**src/rtl/core/kf_pkg.sv**
```systemverilog
// shared types, register codes and a helper function for the scalar kalman filter
// used by kf_div and scalar_kalman_filter; depends on nothing else

package kf_pkg;

    // register index codes on the config port
    localparam logic [2:0] REG_INIT_EST  = 3'd0;
    localparam logic [2:0] REG_INIT_COV  = 3'd1;
    localparam logic [2:0] REG_PROC_NOISE = 3'd2;
    localparam logic [2:0] REG_MEAS_NOISE = 3'd3;
    localparam logic [2:0] REG_ADAPT_EN  = 3'd4;

    // constant divisors for the noise adaptation (6/5 grow, 19/20 shrink)
    localparam logic [4:0] GROW_DIV   = 5'd5;
    localparam logic [4:0] SHRINK_DIV = 5'd20;

    // divider status between the sequencer and the gain divider
    typedef struct packed {
        logic busy;
        logic done;
    } kf_div_stat_t;

    // one byte of long division by a small constant
    typedef struct packed {
        logic [7:0] quo;
        logic [4:0] rem;
    } cdiv_step_t;

    function automatic cdiv_step_t cdiv_step(
        input logic [4:0] rem_in,
        input logic [7:0] bits_in,
        input logic [4:0] divisor
    );
        cdiv_step_t r;
        logic [5:0] acc;
        r.quo = 8'h00;
        r.rem = rem_in;
        for (int i = 7; i >= 0; i--)
        begin
            acc = {r.rem, bits_in[i]};
            if (acc >= {1'b0, divisor})
            begin
                acc = acc - {1'b0, divisor};
                r.quo[i] = 1'b1;
            end
            r.rem = acc[4:0];
        end
        return r;
    endfunction

endpackage

```
**src/rtl/core/kf_div.sv**
```systemverilog
// radix-2 restoring divider for the kalman gain, one quotient bit per cycle
// gives num/den in Q0.FRAC_BITS for num < den; uses kf_pkg

module kf_div #(
    parameter int DATA_WIDTH = 32,
    parameter int FRAC_BITS  = 16
) (
    input  logic                    clk,
    input  logic                    rst_n,
    input  logic                    start,
    input  logic [DATA_WIDTH-1:0]   num,
    input  logic [DATA_WIDTH:0]     den,
    output kf_pkg::kf_div_stat_t    stat,
    output logic [FRAC_BITS-1:0]    quo
);

    localparam int CNT_W = $clog2(FRAC_BITS);

    logic [DATA_WIDTH:0]   rem_reg;
    logic [DATA_WIDTH:0]   den_reg;
    logic [FRAC_BITS-1:0]  quo_reg;
    logic [CNT_W-1:0]      cnt_reg;
    logic                  busy_reg;

    logic [DATA_WIDTH+1:0] rem_sh;
    logic [DATA_WIDTH+1:0] rem_sub;
    logic                  fits;
    logic                  last;

    assign rem_sh  = {rem_reg, 1'b0};
    assign rem_sub = rem_sh - {1'b0, den_reg};
    assign fits    = rem_sh >= {1'b0, den_reg};
    assign last    = (cnt_reg == CNT_W'(FRAC_BITS - 1));

    assign quo       = {quo_reg[FRAC_BITS-2:0], fits};
    assign stat.busy = busy_reg;
    assign stat.done = busy_reg && last;

    always_ff @(posedge clk or negedge rst_n)
    begin
        if (!rst_n)
        begin
            busy_reg <= 1'b0;
            cnt_reg  <= '0;
        end
        else if (start)
        begin
            busy_reg <= 1'b1;
            cnt_reg  <= '0;
        end
        else if (busy_reg)
        begin
            cnt_reg <= cnt_reg + CNT_W'(1);
            if (last)
            begin
                busy_reg <= 1'b0;
            end
        end
    end

    always_ff @(posedge clk)
    begin
        if (start)
        begin
            rem_reg <= {1'b0, num};
            den_reg <= den;
            quo_reg <= '0;
        end
        else if (busy_reg)
        begin
            rem_reg <= fits ? rem_sub[DATA_WIDTH:0] : rem_sh[DATA_WIDTH:0];
            quo_reg <= quo;
        end
    end

endmodule

```
**src/rtl/core/scalar_kalman_filter.sv**
```systemverilog
// scalar kalman filter top level: config registers, sequencer, shared multiplier
// an input runs through the predict, setup, divide, multiply and wrap states to the result;
// the divide is skipped at zero noise and adaptation steps come first when enabled; restart
// goes straight to the output; one item at a time; the gain divider gives one quotient bit per cycle
// the result waits in an output register, the next input is taken meanwhile
// async active-low reset loads the state and config registers with their reset values

module scalar_kalman_filter #(
    parameter int DATA_WIDTH = 32,
    parameter int FRAC_BITS  = 16
) (
    input  logic                              clk,
    input  logic                              rst_n,
    // slave stream
    input  logic                              s_tvalid,
    output logic                              s_tready,
    // measurement, control_offset (low bits first)
    input  logic [((2*DATA_WIDTH+7)/8)*8-1:0] s_tdata,
    // restart
    input  logic                              s_tuser,
    // master stream
    output logic                              m_tvalid,
    input  logic                              m_tready,
    // estimate, covariance, gain, noise_in_use (low bits first)
    output logic [((3*DATA_WIDTH+FRAC_BITS+1+7)/8)*8-1:0] m_tdata,
    // config port
    input  logic                              psel,
    input  logic                              penable,
    input  logic                              pwrite,
    input  logic [((DATA_WIDTH > 32) ? 6 : 5)-1:0] paddr,
    input  logic [((DATA_WIDTH > 32) ? 64 : 32)-1:0] pwdata,
    output logic [((DATA_WIDTH > 32) ? 64 : 32)-1:0] prdata,
    output logic                              pready
);

    localparam int DW     = DATA_WIDTH;
    localparam int FB     = FRAC_BITS;
    localparam int PDW    = (DW > 32) ? 64 : 32;
    localparam int ASH    = (DW > 32) ? 3 : 2;
    localparam int AW     = ASH + 3;
    localparam int OUT_TW = ((3*DW+FB+1+7)/8)*8;
    localparam int PW     = DW + FB + 1;
    localparam int NSTEPS = (DW + 5 + 7) / 8;
    localparam int CW     = NSTEPS * 8;
    localparam int CCW    = $clog2(NSTEPS + 1);

    localparam logic [DW-1:0] RST_COV   = DW'(64'd1 << FB);
    localparam logic [DW-1:0] RST_Q     = DW'(((64'd1 << FB) + 64'd500) / 64'd1000);
    localparam logic [DW-1:0] RST_R     = DW'(((64'd1 << FB) + 64'd5) / 64'd10);
    localparam logic [DW-1:0] HALF_Q    = DW'(64'd1 << (FB - 1));
    localparam logic [CW-1:0] TEN_Q     = CW'(64'd10 << FB);
    localparam logic [CW-1:0] R_FLOOR   = CW'(((64'd1 << FB) + 64'd50) / 64'd100);
    localparam logic [FB:0]   GAIN_ONE  = {1'b1, {FB{1'b0}}};
    localparam logic [DW-1:0] SMAX      = {1'b0, {(DW-1){1'b1}}};
    localparam logic [DW-1:0] SMIN      = {1'b1, {(DW-1){1'b0}}};

    typedef enum logic [3:0] {
        ST_IDLE,
        ST_ADAPT,
        ST_ADAPT_FIX,
        ST_PREDICT,
        ST_SETUP,
        ST_DIV,
        ST_MUL_EST,
        ST_MUL_COV,
        ST_WRAP,
        ST_DONE
    } state_t;

    // config registers
    logic [DW-1:0] init_est_reg;
    logic [DW-1:0] init_cov_reg;
    logic [DW-1:0] proc_noise_reg;
    logic [DW-1:0] meas_noise_reg;
    logic          adapt_en_reg;
    logic          cfg_wr;
    logic [2:0]    cfg_idx;

    // filter state
    state_t          state_reg;
    logic [DW-1:0]   est_reg;
    logic [DW-1:0]   cov_reg;
    logic [FB:0]     gain_reg;
    logic [DW-1:0]   noise_reg;
    logic            m_valid_reg;
    logic [OUT_TW-1:0] m_data_reg;
    logic [CCW-1:0]  ccnt_reg;

    // working registers
    logic [DW-1:0]   z_reg;
    logic [DW-1:0]   u_reg;
    logic [DW-1:0]   xp_reg;
    logic [DW-1:0]   pp_reg;
    logic [DW-1:0]   mag_reg;
    logic            neg_reg;
    logic [PW-1:0]   mul_reg;
    logic [CW-1:0]   cnum_reg;
    logic [CW-1:0]   cquo_reg;
    logic [4:0]      crem_reg;
    logic [4:0]      cdiv_reg;
    logic            grow_reg;

    logic                   in_fire;
    logic [DW-1:0]          s_z;
    logic [DW-1:0]          s_u;
    logic [DW:0]            d_diff;
    logic [DW-1:0]          d_mag;
    logic                   grow;
    logic [CW-1:0]          num6;
    logic [CW-1:0]          num19;
    kf_pkg::cdiv_step_t     cstep;
    logic [DW:0]            xp_sum;
    logic [DW:0]            pp_sum;
    logic [DW:0]            res;
    logic [DW-1:0]          mul_a;
    logic [FB:0]            mul_b;
    logic [DW-1:0]          prod;
    logic [DW+1:0]          est_sum;
    logic                   est_ovf;
    logic                   div_start;
    kf_pkg::kf_div_stat_t   div_stat;
    logic [FB-1:0]          div_quo;

    // config port
    assign pready  = 1'b1;
    assign cfg_wr  = psel && penable && pwrite;
    assign cfg_idx = paddr[AW-1:ASH];

    always_ff @(posedge clk or negedge rst_n)
    begin
        if (!rst_n)
        begin
            init_est_reg   <= '0;
            init_cov_reg   <= RST_COV;
            proc_noise_reg <= RST_Q;
            meas_noise_reg <= RST_R;
            adapt_en_reg   <= 1'b0;
        end
        else if (cfg_wr)
        begin
            unique case (cfg_idx)
                kf_pkg::REG_INIT_EST:   init_est_reg   <= pwdata[DW-1:0];
                kf_pkg::REG_INIT_COV:   init_cov_reg   <= pwdata[DW-1:0];
                kf_pkg::REG_PROC_NOISE: proc_noise_reg <= pwdata[DW-1:0];
                kf_pkg::REG_MEAS_NOISE: meas_noise_reg <= pwdata[DW-1:0];
                kf_pkg::REG_ADAPT_EN:   adapt_en_reg   <= pwdata[0];
                default: ;
            endcase
        end
    end

    always_comb
    begin
        unique case (cfg_idx)
            kf_pkg::REG_INIT_EST:   prdata = PDW'(init_est_reg);
            kf_pkg::REG_INIT_COV:   prdata = PDW'(init_cov_reg);
            kf_pkg::REG_PROC_NOISE: prdata = PDW'(proc_noise_reg);
            kf_pkg::REG_MEAS_NOISE: prdata = PDW'(meas_noise_reg);
            kf_pkg::REG_ADAPT_EN:   prdata = PDW'(adapt_en_reg);
            default:                prdata = '0;
        endcase
    end

    // stream handshake
    assign s_tready = (state_reg == ST_IDLE);
    assign in_fire  = s_tvalid && s_tready;
    assign m_tvalid = m_valid_reg;
    assign m_tdata  = m_data_reg;

    assign s_z = s_tdata[DW-1:0];
    assign s_u = s_tdata[2*DW-1:DW];

    // residual against the held estimate picks grow or shrink
    assign d_diff = {s_z[DW-1], s_z} - {est_reg[DW-1], est_reg};
    assign d_mag  = d_diff[DW] ? DW'(-d_diff) : d_diff[DW-1:0];
    assign grow   = d_mag > HALF_Q;
    assign num6   = (CW'(noise_reg) << 2) + (CW'(noise_reg) << 1);
    assign num19  = (CW'(noise_reg) << 4) + (CW'(noise_reg) << 1) + CW'(noise_reg);
    assign cstep  = kf_pkg::cdiv_step(crem_reg, cnum_reg[CW-1 -: 8], cdiv_reg);

    // prediction sums, saturated when registered, and the residual
    assign xp_sum = {est_reg[DW-1], est_reg} + {u_reg[DW-1], u_reg};
    assign pp_sum = {1'b0, cov_reg} + {1'b0, proc_noise_reg};
    assign res    = {z_reg[DW-1], z_reg} - {xp_reg[DW-1], xp_reg};

    // shared multiplier operands
    always_comb
    begin
        if (state_reg == ST_MUL_COV)
        begin
            mul_a = pp_reg;
            mul_b = GAIN_ONE - gain_reg;
        end
        else
        begin
            mul_a = mag_reg;
            mul_b = gain_reg;
        end
    end

    assign prod    = mul_reg[FB +: DW];
    assign est_sum = neg_reg ? ({{2{xp_reg[DW-1]}}, xp_reg} - {2'b00, prod})
                             : ({{2{xp_reg[DW-1]}}, xp_reg} + {2'b00, prod});
    assign est_ovf = (est_sum[DW+1] != est_sum[DW]) || (est_sum[DW] != est_sum[DW-1]);

    assign div_start = (state_reg == ST_SETUP) && (noise_reg != '0);

    kf_div #(
        .DATA_WIDTH (DW),
        .FRAC_BITS  (FB)
    ) u_div (
        .clk   (clk),
        .rst_n (rst_n),
        .start (div_start),
        .num   (pp_reg),
        .den   ({1'b0, pp_reg} + {1'b0, noise_reg}),
        .stat  (div_stat),
        .quo   (div_quo)
    );

    // sequencer, filter state and output register
    always_ff @(posedge clk or negedge rst_n)
    begin
        if (!rst_n)
        begin
            state_reg   <= ST_IDLE;
            est_reg     <= '0;
            cov_reg     <= RST_COV;
            gain_reg    <= '0;
            noise_reg   <= RST_R;
            m_valid_reg <= 1'b0;
            m_data_reg  <= '0;
            ccnt_reg    <= '0;
        end
        else
        begin
            if (m_valid_reg && m_tready && (state_reg != ST_DONE))
            begin
                m_valid_reg <= 1'b0;
            end
            unique case (state_reg)
                ST_IDLE:
                begin
                    ccnt_reg <= '0;
                    if (in_fire)
                    begin
                        if (s_tuser)
                        begin
                            est_reg   <= init_est_reg;
                            cov_reg   <= init_cov_reg;
                            noise_reg <= meas_noise_reg;
                            gain_reg  <= '0;
                            state_reg <= ST_DONE;
                        end
                        else if (adapt_en_reg)
                        begin
                            state_reg <= ST_ADAPT;
                        end
                        else
                        begin
                            state_reg <= ST_PREDICT;
                        end
                    end
                end
                ST_ADAPT:
                begin
                    ccnt_reg <= ccnt_reg + CCW'(1);
                    if (ccnt_reg == CCW'(NSTEPS - 1))
                    begin
                        state_reg <= ST_ADAPT_FIX;
                    end
                end
                ST_ADAPT_FIX:
                begin
                    if (grow_reg)
                    begin
                        noise_reg <= (cquo_reg > TEN_Q) ? DW'(TEN_Q) : DW'(cquo_reg);
                    end
                    else
                    begin
                        noise_reg <= (cquo_reg < R_FLOOR) ? DW'(R_FLOOR) : DW'(cquo_reg);
                    end
                    state_reg <= ST_PREDICT;
                end
                ST_PREDICT:
                begin
                    state_reg <= ST_SETUP;
                end
                ST_SETUP:
                begin
                    if (noise_reg == '0)
                    begin
                        gain_reg  <= (pp_reg != '0) ? GAIN_ONE : '0;
                        state_reg <= ST_MUL_EST;
                    end
                    else
                    begin
                        state_reg <= ST_DIV;
                    end
                end
                ST_DIV:
                begin
                    if (div_stat.done)
                    begin
                        gain_reg  <= {1'b0, div_quo};
                        state_reg <= ST_MUL_EST;
                    end
                end
                ST_MUL_EST:
                begin
                    state_reg <= ST_MUL_COV;
                end
                ST_MUL_COV:
                begin
                    if (est_ovf)
                    begin
                        est_reg <= est_sum[DW+1] ? SMIN : SMAX;
                    end
                    else
                    begin
                        est_reg <= est_sum[DW-1:0];
                    end
                    state_reg <= ST_WRAP;
                end
                ST_WRAP:
                begin
                    cov_reg   <= prod;
                    state_reg <= ST_DONE;
                end
                ST_DONE:
                begin
                    if (!m_valid_reg || m_tready)
                    begin
                        m_valid_reg <= 1'b1;
                        m_data_reg  <= OUT_TW'({noise_reg, gain_reg, cov_reg, est_reg});
                        state_reg   <= ST_IDLE;
                    end
                end
                default:
                begin
                    state_reg <= ST_IDLE;
                end
            endcase
        end
    end

    // datapath registers
    always_ff @(posedge clk)
    begin
        if (in_fire)
        begin
            z_reg    <= s_z;
            u_reg    <= s_u;
            grow_reg <= grow;
            cnum_reg <= grow ? num6 : num19;
            cdiv_reg <= grow ? kf_pkg::GROW_DIV : kf_pkg::SHRINK_DIV;
            crem_reg <= '0;
            cquo_reg <= '0;
        end
        if (state_reg == ST_ADAPT)
        begin
            cnum_reg <= {cnum_reg[CW-9:0], 8'h00};
            cquo_reg <= {cquo_reg[CW-9:0], cstep.quo};
            crem_reg <= cstep.rem;
        end
        if (state_reg == ST_PREDICT)
        begin
            if (xp_sum[DW] != xp_sum[DW-1])
            begin
                xp_reg <= xp_sum[DW] ? SMIN : SMAX;
            end
            else
            begin
                xp_reg <= xp_sum[DW-1:0];
            end
            pp_reg <= pp_sum[DW] ? {DW{1'b1}} : pp_sum[DW-1:0];
        end
        if (state_reg == ST_SETUP)
        begin
            neg_reg <= res[DW];
            mag_reg <= res[DW] ? DW'(-res) : res[DW-1:0];
        end
        if ((state_reg == ST_MUL_EST) || (state_reg == ST_MUL_COV))
        begin
            mul_reg <= PW'(mul_a) * PW'(mul_b);
        end
    end

    // checks
    a_div_in_div_state: assert property (@(posedge clk) disable iff (!rst_n)
        div_stat.busy |-> (state_reg == ST_DIV))
        else $error("gain divider busy outside its state");

    a_gain_at_most_one: assert property (@(posedge clk) disable iff (!rst_n)
        gain_reg[FB] |-> (gain_reg[FB-1:0] == '0))
        else $error("gain above one");

    a_busy_after_take: assert property (@(posedge clk) disable iff (!rst_n)
        in_fire |=> !s_tready)
        else $error("input taken while an item is in work");

    a_cov_not_above_pred: assert property (@(posedge clk) disable iff (!rst_n)
        (state_reg == ST_WRAP) |=> (cov_reg <= $past(pp_reg)))
        else $error("posterior covariance above predicted covariance");

endmodule
```
**config.mk**
```make
export PLATFORM = sky130hd
export DESIGN_NAME = scalar_kalman_filter
export DESIGN_NICKNAME = d
export VERILOG_FILES = /design/src/rtl/core/kf_pkg.sv /design/src/rtl/core/kf_div.sv /design/src/rtl/core/scalar_kalman_filter.sv
export SDC_FILE = /design/constraint.sdc
export NUM_CORES = 2
export LEC_CHECK = 0
export BUFFER_PORTS_ARGS = -buffer_cell sky130_fd_sc_hd__buf_4
export CAP_MARGIN = 25
export CORE_ASPECT_RATIO = 1.75
export CORE_UTILIZATION = 54
export CTS_CLUSTER_DIAMETER = 80
export DETAILED_ROUTE_END_ITERATION = 12
export PLACE_DENSITY_LB_ADDON = 0.2
export SYNTH_ARGS = -nofsm -noshare
export SYNTH_HDL_FRONTEND = slang
export SYNTH_SLANG_ARGS = --single-unit
```
**constraint.sdc**
```tcl
create_clock -name clk -period 13.4 [get_ports clk]
set_input_delay 2.01 -clock clk [delete_from_list [all_inputs] [get_ports clk]]
set_output_delay 2.01 -clock clk [all_outputs]
set_load 0.005 [all_outputs]
```
* Word-level counts from Yosys, hierarchy flattened
Cells that the tools add are included.
** Cells by class
- Add/subtract/negate cells :: 24
- Reduce and logical (&&, ||, !) cells :: 34
- Muxes and demuxes :: 72
- Magnitude comparators :: 12
- Shifts and indexed selects :: 0
- Bitwise gates (word level) :: 0
- Multipliers :: 1
- Divide/modulo/power cells :: 0
- Equal/unequal tests :: 25
** Operators by type and width (count)
- 32-bit two-way mux :: 18
- 32-bit case mux with 2 select lines :: 3
- 40-bit two-way mux :: 4
- 32-bit case mux with 5 select lines :: 1
- 17-bit two-way mux :: 6
- 32-bit by 32-bit adder with 33-bit output :: 3
- 32-bit by 32-bit subtractor with 33-bit output :: 2
- 32-bit negation :: 2
- 32-bit nonzero test :: 2
- 5-bit two-way mux :: 11
- 17-bit case mux with 3 select lines :: 1
- 6-bit by 5-bit >= comparator with 1-bit output :: 8
- 32-bit by 17-bit multiplier with 48-bit output :: 1
- 40-bit by 20-bit > comparator with 1-bit output, second input constant :: 1
- 40-bit by 10-bit < comparator with 1-bit output, second input constant :: 1
- 4-bit case mux with 10 select lines :: 1
- 5-bit subtractor :: 8
- 37-bit by 32-bit adder with 38-bit output :: 1
- 38-bit two-way mux :: 1
- 36-bit by 33-bit adder with 37-bit output :: 1
- 34-bit by 33-bit adder with 35-bit output :: 1
- 32-bit by 33-bit adder with 34-bit output :: 1
- 34-bit by 33-bit >= comparator with 1-bit output :: 1
- 34-bit two-way mux :: 1
- other kinds (34) :: 88
** Storage, ports and cells
- ROM bits :: 0
- Bits in registers :: 749
- Latch bits :: 0
- Output and inout bits :: 155
- Memories :: 0
- Bits of input ports :: 109
- Memory bits (writable) :: 0

* Logic depth before layout (Yosys ltp)
- Word-level depth :: 17
- Depth in mapped cells :: 51
- Depth with buffers taken out :: 51

* Modules after synthesis
Synthesis repeated with hierarchy kept, for this count alone.
** Second synthesis, totals
- Cells, all modules :: 6743
- Area, all modules :: 63054.2 µm²
** Modules (own cells, without submodules)
- scalar_kalman_filter :: area each 57767.9 µm², times used 1, cells an instance 6173
- kf_div :: area each 5286.3 µm², times used 1, cells an instance 570

* Worst setup path before layout
Ideal clock, no wire load.
- Path type :: register to register
- Start :: register cdiv_reg[4]
- End :: register crem_reg[1] (data pin)
- Data required time :: 13145 ps
- Arrival time :: 10975 ps
- Setup slack :: 2170 ps
- Stages on the path, launching flop included :: 48
- Path buffers :: 1
- Clock period less this slack :: 11230 ps
- Cell sequence :: edfxtp_1 -> inv_1 -> ha_1 -> a211oi_1 -> clkbuf_8 -> a21oi_1 -> xor2_1 -> ha_1 -> o31ai_1 -> a311o_2 -> a32oi_1 -> xor2_1 -> ha_1 -> and3_1 -> a221oi_2 -> and3_4 -> a21boi_4 -> mux2i_1 -> [... 12 more ...] -> xnor2_1 -> ha_1 -> a211o_1 -> nor2_1 -> a21oi_1 -> xor2_1 -> ha_1 -> or4_1 -> o31a_2 -> a311oi_4 -> a21oi_1 -> xor2_1 -> ha_1 -> inv_1 -> or2_2 -> o221ai_2 -> mux2i_1 -> and2_1
** On the way
- Word-level cells in the longest chain between the ends :: 17
** RTL lines
- from (decl) :: RTL line scalar_kalman_filter.sv:100 : logic [4:0] cdiv_reg;
- from (signal assigned) :: RTL line scalar_kalman_filter.sv:356 : cdiv_reg <= grow ? kf_pkg::GROW_DIV : kf_pkg::SHRINK_DIV;
- 5-bit subtractor / 6-bit by 5-bit >= comparator with 1-bit output (equally long branches) :: RTL line kf_pkg.sv:43, kf_pkg.sv:41
- 5-bit two-way mux :: RTL line kf_pkg.sv:41 : if (acc >= {1'b0, divisor})
- 6-bit by 5-bit >= comparator with 1-bit output / 5-bit subtractor (equally long branches) :: RTL line kf_pkg.sv:41, kf_pkg.sv:43
- 5-bit two-way mux :: RTL line kf_pkg.sv:41
- 5-bit subtractor / 6-bit by 5-bit >= comparator with 1-bit output (equally long branches) :: RTL line kf_pkg.sv:43, kf_pkg.sv:41
- 5-bit two-way mux :: RTL line kf_pkg.sv:41
- 5-bit subtractor / 6-bit by 5-bit >= comparator with 1-bit output (equally long branches) :: RTL line kf_pkg.sv:43, kf_pkg.sv:41
- 5-bit two-way mux :: RTL line kf_pkg.sv:41
- 5-bit subtractor / 6-bit by 5-bit >= comparator with 1-bit output (equally long branches) :: RTL line kf_pkg.sv:43, kf_pkg.sv:41
- 5-bit two-way mux :: RTL line kf_pkg.sv:41
- 5-bit subtractor / 6-bit by 5-bit >= comparator with 1-bit output (equally long branches) :: RTL line kf_pkg.sv:43, kf_pkg.sv:41
- 5-bit two-way mux :: RTL line kf_pkg.sv:41
- 6-bit by 5-bit >= comparator with 1-bit output / 5-bit subtractor (equally long branches) :: RTL line kf_pkg.sv:41, kf_pkg.sv:43
- 5-bit two-way mux :: RTL line kf_pkg.sv:41
- 5-bit subtractor / 6-bit by 5-bit >= comparator with 1-bit output (equally long branches) :: RTL line kf_pkg.sv:43, kf_pkg.sv:41
- 5-bit two-way mux * :: RTL line kf_pkg.sv:41
- 5-bit two-way mux * :: RTL line scalar_kalman_filter.sv:360 : if (state_reg == ST_ADAPT)
- to (signal assigned) :: RTL line scalar_kalman_filter.sv:364 : crem_reg <= cstep.rem;
- to (decl) :: RTL line scalar_kalman_filter.sv:99 : logic [4:0] crem_reg;
Mark *: on every way between the ends. The rest lies on a longest branch, timed or not.
A chain may end at the register's enable or synchronous reset.

* Final worst setup path
- Start :: register cdiv_reg[4]
- End :: register crem_reg[4] (data pin)
The elaborated chain is that of the path after synthesis.

==> impl_metrics.tcl <==
set metrics [dict create \
    status "finished clean" \
    drtAntennaViolNets 0 \
    grt_use_met2_pct 57.9 \
    grt_remaining_overflow 0 \
    insertion_delay_ns 0.68 \
    rows 164 \
    io_pins 264 \
    fin_worst_skew_ns 0.0351 \
    mostFrequentLayoutCells "889 x nand2_1, 755 x inv_1, 493 x nor2_1" \
    crit_cells 47 \
    dieWidth_um 259 \
    cts-root-buf "clkbuf_16" \
    fin_tns_setup_ns 0 \
    final_nets 7790 \
    numPortBuffers 253 \
    reg2reg_from "cdiv_reg[4]$_DFFE_PP_" \
    clk_path_buf_depth 3 \
    stdcell_count 8304 \
    path_class "flop to flop" \
    largest_reg_flops 113 \
    antenna_found_initial 12 \
    grt_busiest_layer "met2" \
    drt_pass1_iterations 6 \
    cpPeakStageDelay_ns 0.52 \
    rsz0062_at_grt "no" \
    crit_path_end "crem_reg[4]$_SDFFCE_PN0P_" \
    vias_per_cell 6.03 \
    cts_tree "built" \
    drt_drc_violations_left 0 \
    synth_seq_cells 729 \
    synth_edf_count 337 \
    hpwl_mm 158 \
    path_delay_family "compound AO/OA/AOI/OAI gates" \
    regToRegEndpoint "crem_reg[4]$_SDFFCE_PN0P_" \
    core_area_um2 114000 \
    cts_buffers 74 \
    die_h_um 451 \
    drt_wl_total_mm 201 \
    cp.arrival_ns 12.79 \
    worst_pin_slew_ns 1.11 \
    r2r_cells 47 \
    synthCells 6560 \
    drv_cap 0 \
    cpMaxStageDelayCell "or4_1" \
    setup_viol 0 \
    yosysWarnings 0 \
    syn_area_um2 62200 \
    dieArea_um2 117000 \
    ys_types 104 \
    path_max_fanout 11 \
    slew-limit-headroom_pct 25.4 \
    syn_avg_cell_area_um2 9.48 \
    cts_setup_buffers 0 \
    max_freq_mhz 80.8 \
    critical_path.startpoint_type "flop" \
    endpoint_kind "flop" \
    final-hold-violation-count 0 \
    slew_violations 0 \
    timing.final.crit_share_pct 92.3 \
    htreeDepth 3 \
    post-route-min-period_ns 12.37 \
    stdcell_area_um2 68500 \
    clkTransAtPathRegs_ns 0.07 \
    hold_buffers 0 \
    cpMostUsedCell "ha_1" \
    start_util_pct 54.5 \
    ctsResizeCount 0 \
    grt_pass1_vias 51000 \
    synth-main-ff-cell "dfrtp_1" \
    grt_max_degree 157 \
    reg2reg_setup_slack_ns 1.03 \
    grt_pass1_wl_mm 305 \
    synthArstFlopShare_pct 50.5 \
    ys_seq_area_share_pct 31.9 \
    grtUsageMet3_pct 5.82 \
    area_delta_synth_final_pct 10.2 \
    place_area_um2 66000 \
    drive_gt1_share_pct 11.1 \
    crit_buf_inv 6 \
    grt_use_met1_pct 40.8 \
    dp_cells 8157 \
    wl_per_cell_um 24.2 \
    cp-startpoint "cdiv_reg[4]$_DFFE_PP_" \
    initialDrtViolationCount 4027 \
    grt_usage_pct 35.0 \
    num_vias 50100 \
    cts_sinks 729 \
    final_common_cell "nand2_1" \
    worstHoldPathType "flop to flop" \
    cp.required_ns 13.82 \
    globalplace.congestion 0.984 \
]
-- worst min path at each step --
stage / depth (start not counted) / end / slack (ns) / startpoint
2_1_floorplan: 2 / cnum_reg[2]$_SDFFE_PP0P_ / 0.42 / cnum_reg[2]$_SDFFE_PP0P_
3_3_place_gp: 2 / cnum_reg[7]$_SDFFE_PP0P_ / 0.45 / cnum_reg[7]$_SDFFE_PP0P_
3_5_place_dp: 2 / cnum_reg[2]$_SDFFE_PP0P_ / 0.45 / cnum_reg[2]$_SDFFE_PP0P_
4_1_cts: 2 / gain_reg[8]$_DFFE_PN0P_ / 0.44 / u_div.quo_reg[7]$_SDFFE_PP0P_
5_1_grt: 2 / gain_reg[13]$_DFFE_PN0P_ / 0.48 / u_div.quo_reg[12]$_SDFFE_PP0P_
6_report: 2 / gain_reg[8]$_DFFE_PN0P_ / 0.44 / u_div.quo_reg[7]$_SDFFE_PP0P_
-- kinds of logic (layout without fill, tap and decap cells) --
kind of cell / Yosys count / in the layout / share of synthesized area, %
flops: 729 / 729 / 31.9
other cells: 2 / 16 / 0.0121
simple gates: 2018 / 2018 / 14.4
xor+xnor: 339 / 339 / 4.78
mux: 328 / 328 / 5.65
fa+ha+maj: 940 / 940 / 24.8
buf+inv: 1001 / 1237 / 6.13
compound gates: 1203 / 1203 / 12.3
-- routing by layer --
layer  vias up  wire (um)
met3       648      14100
met1     24700      73800
li1      22600          -
met2      2057      96000
met4         8      17300
met5         -         46
-- area by class of cell --
type                       count  area (um^2)
antenna                        8         20.0
clock buffer                 100         2140
clock inverter                37          349
fill                        9940        45600
inverter                     758         2850
multi-input combinational   4836        38900
sequential                   729        19800
tap                         1494         1870
timing repair buffer         342         2610
-- worst min-delay path: stages, from the launching register on --
cell     delay [ns]
dfxtp_1        0.32
nand2_1        0.05
o21ai_0        0.06
-- cell usage after synthesis (8+ instances only) --
cell       instances  area (um^2)
nand2_1          889         3340
inv_1            756         2840
nor2_1           498         1870
fa_1             484         9690
ha_1             456         5710
o21ai_0          383         1920
dfrtp_1          350         8760
edfxtp_1         337        10100
a21oi_1          286         1430
xnor2_1          244         2140
clkbuf_1         223          837
mux2_2           180         2030
mux2i_1          147         1470
nor3_1           132          661
nand3_1           96          480
xor2_1            95          832
a22oi_1           87          653
and2_1            81          507
nor2b_1           55          344
nand2b_1          52          325
o21a_1            50          375
a21boi_0          45          338
or3_1             45          282
a211oi_1          42          315
a21o_1            38          285
nor4_1            38          238
and3_1            37          231
o31ai_1           29          218
o21bai_1          28          210
nand4_1           26          163
a31oi_1           25          156
dfxtp_1           24          480
o22ai_1           21          131
o211ai_1          20          150
dfstp_2           18          473
or2_2             18          113
a221oi_1          15          131
o41ai_1           15          131
a211o_1           10         87.6
nor3b_1           10         75.1
buf_1              9         33.8
a2111oi_0          8         70.1
buf_4              8         60.1
nand3b_1           8         60.1
o311ai_0           8         70.1
-- stage by stage --
| stage | hold slack [ns] | worst slack [ns] | utilization (%) |
|---|---|---|---|
| 6_report | 0.437 | 1.03 | 60.1 |
| 3_3_place_gp | 0.446 | 1.14 | 57.8 |
| 3_5_place_dp | 0.447 | 1.11 | 57.8 |
| 5_1_grt | 0.483 | 0.176 | 60.1 |
| 4_1_cts | 0.442 | 1.03 | 60.0 |
| 2_1_floorplan | 0.425 | 2.17 | - |
Power is not shown: default switching activity piles up to over one toggle a cycle in this logic, so the estimate is an artifact.
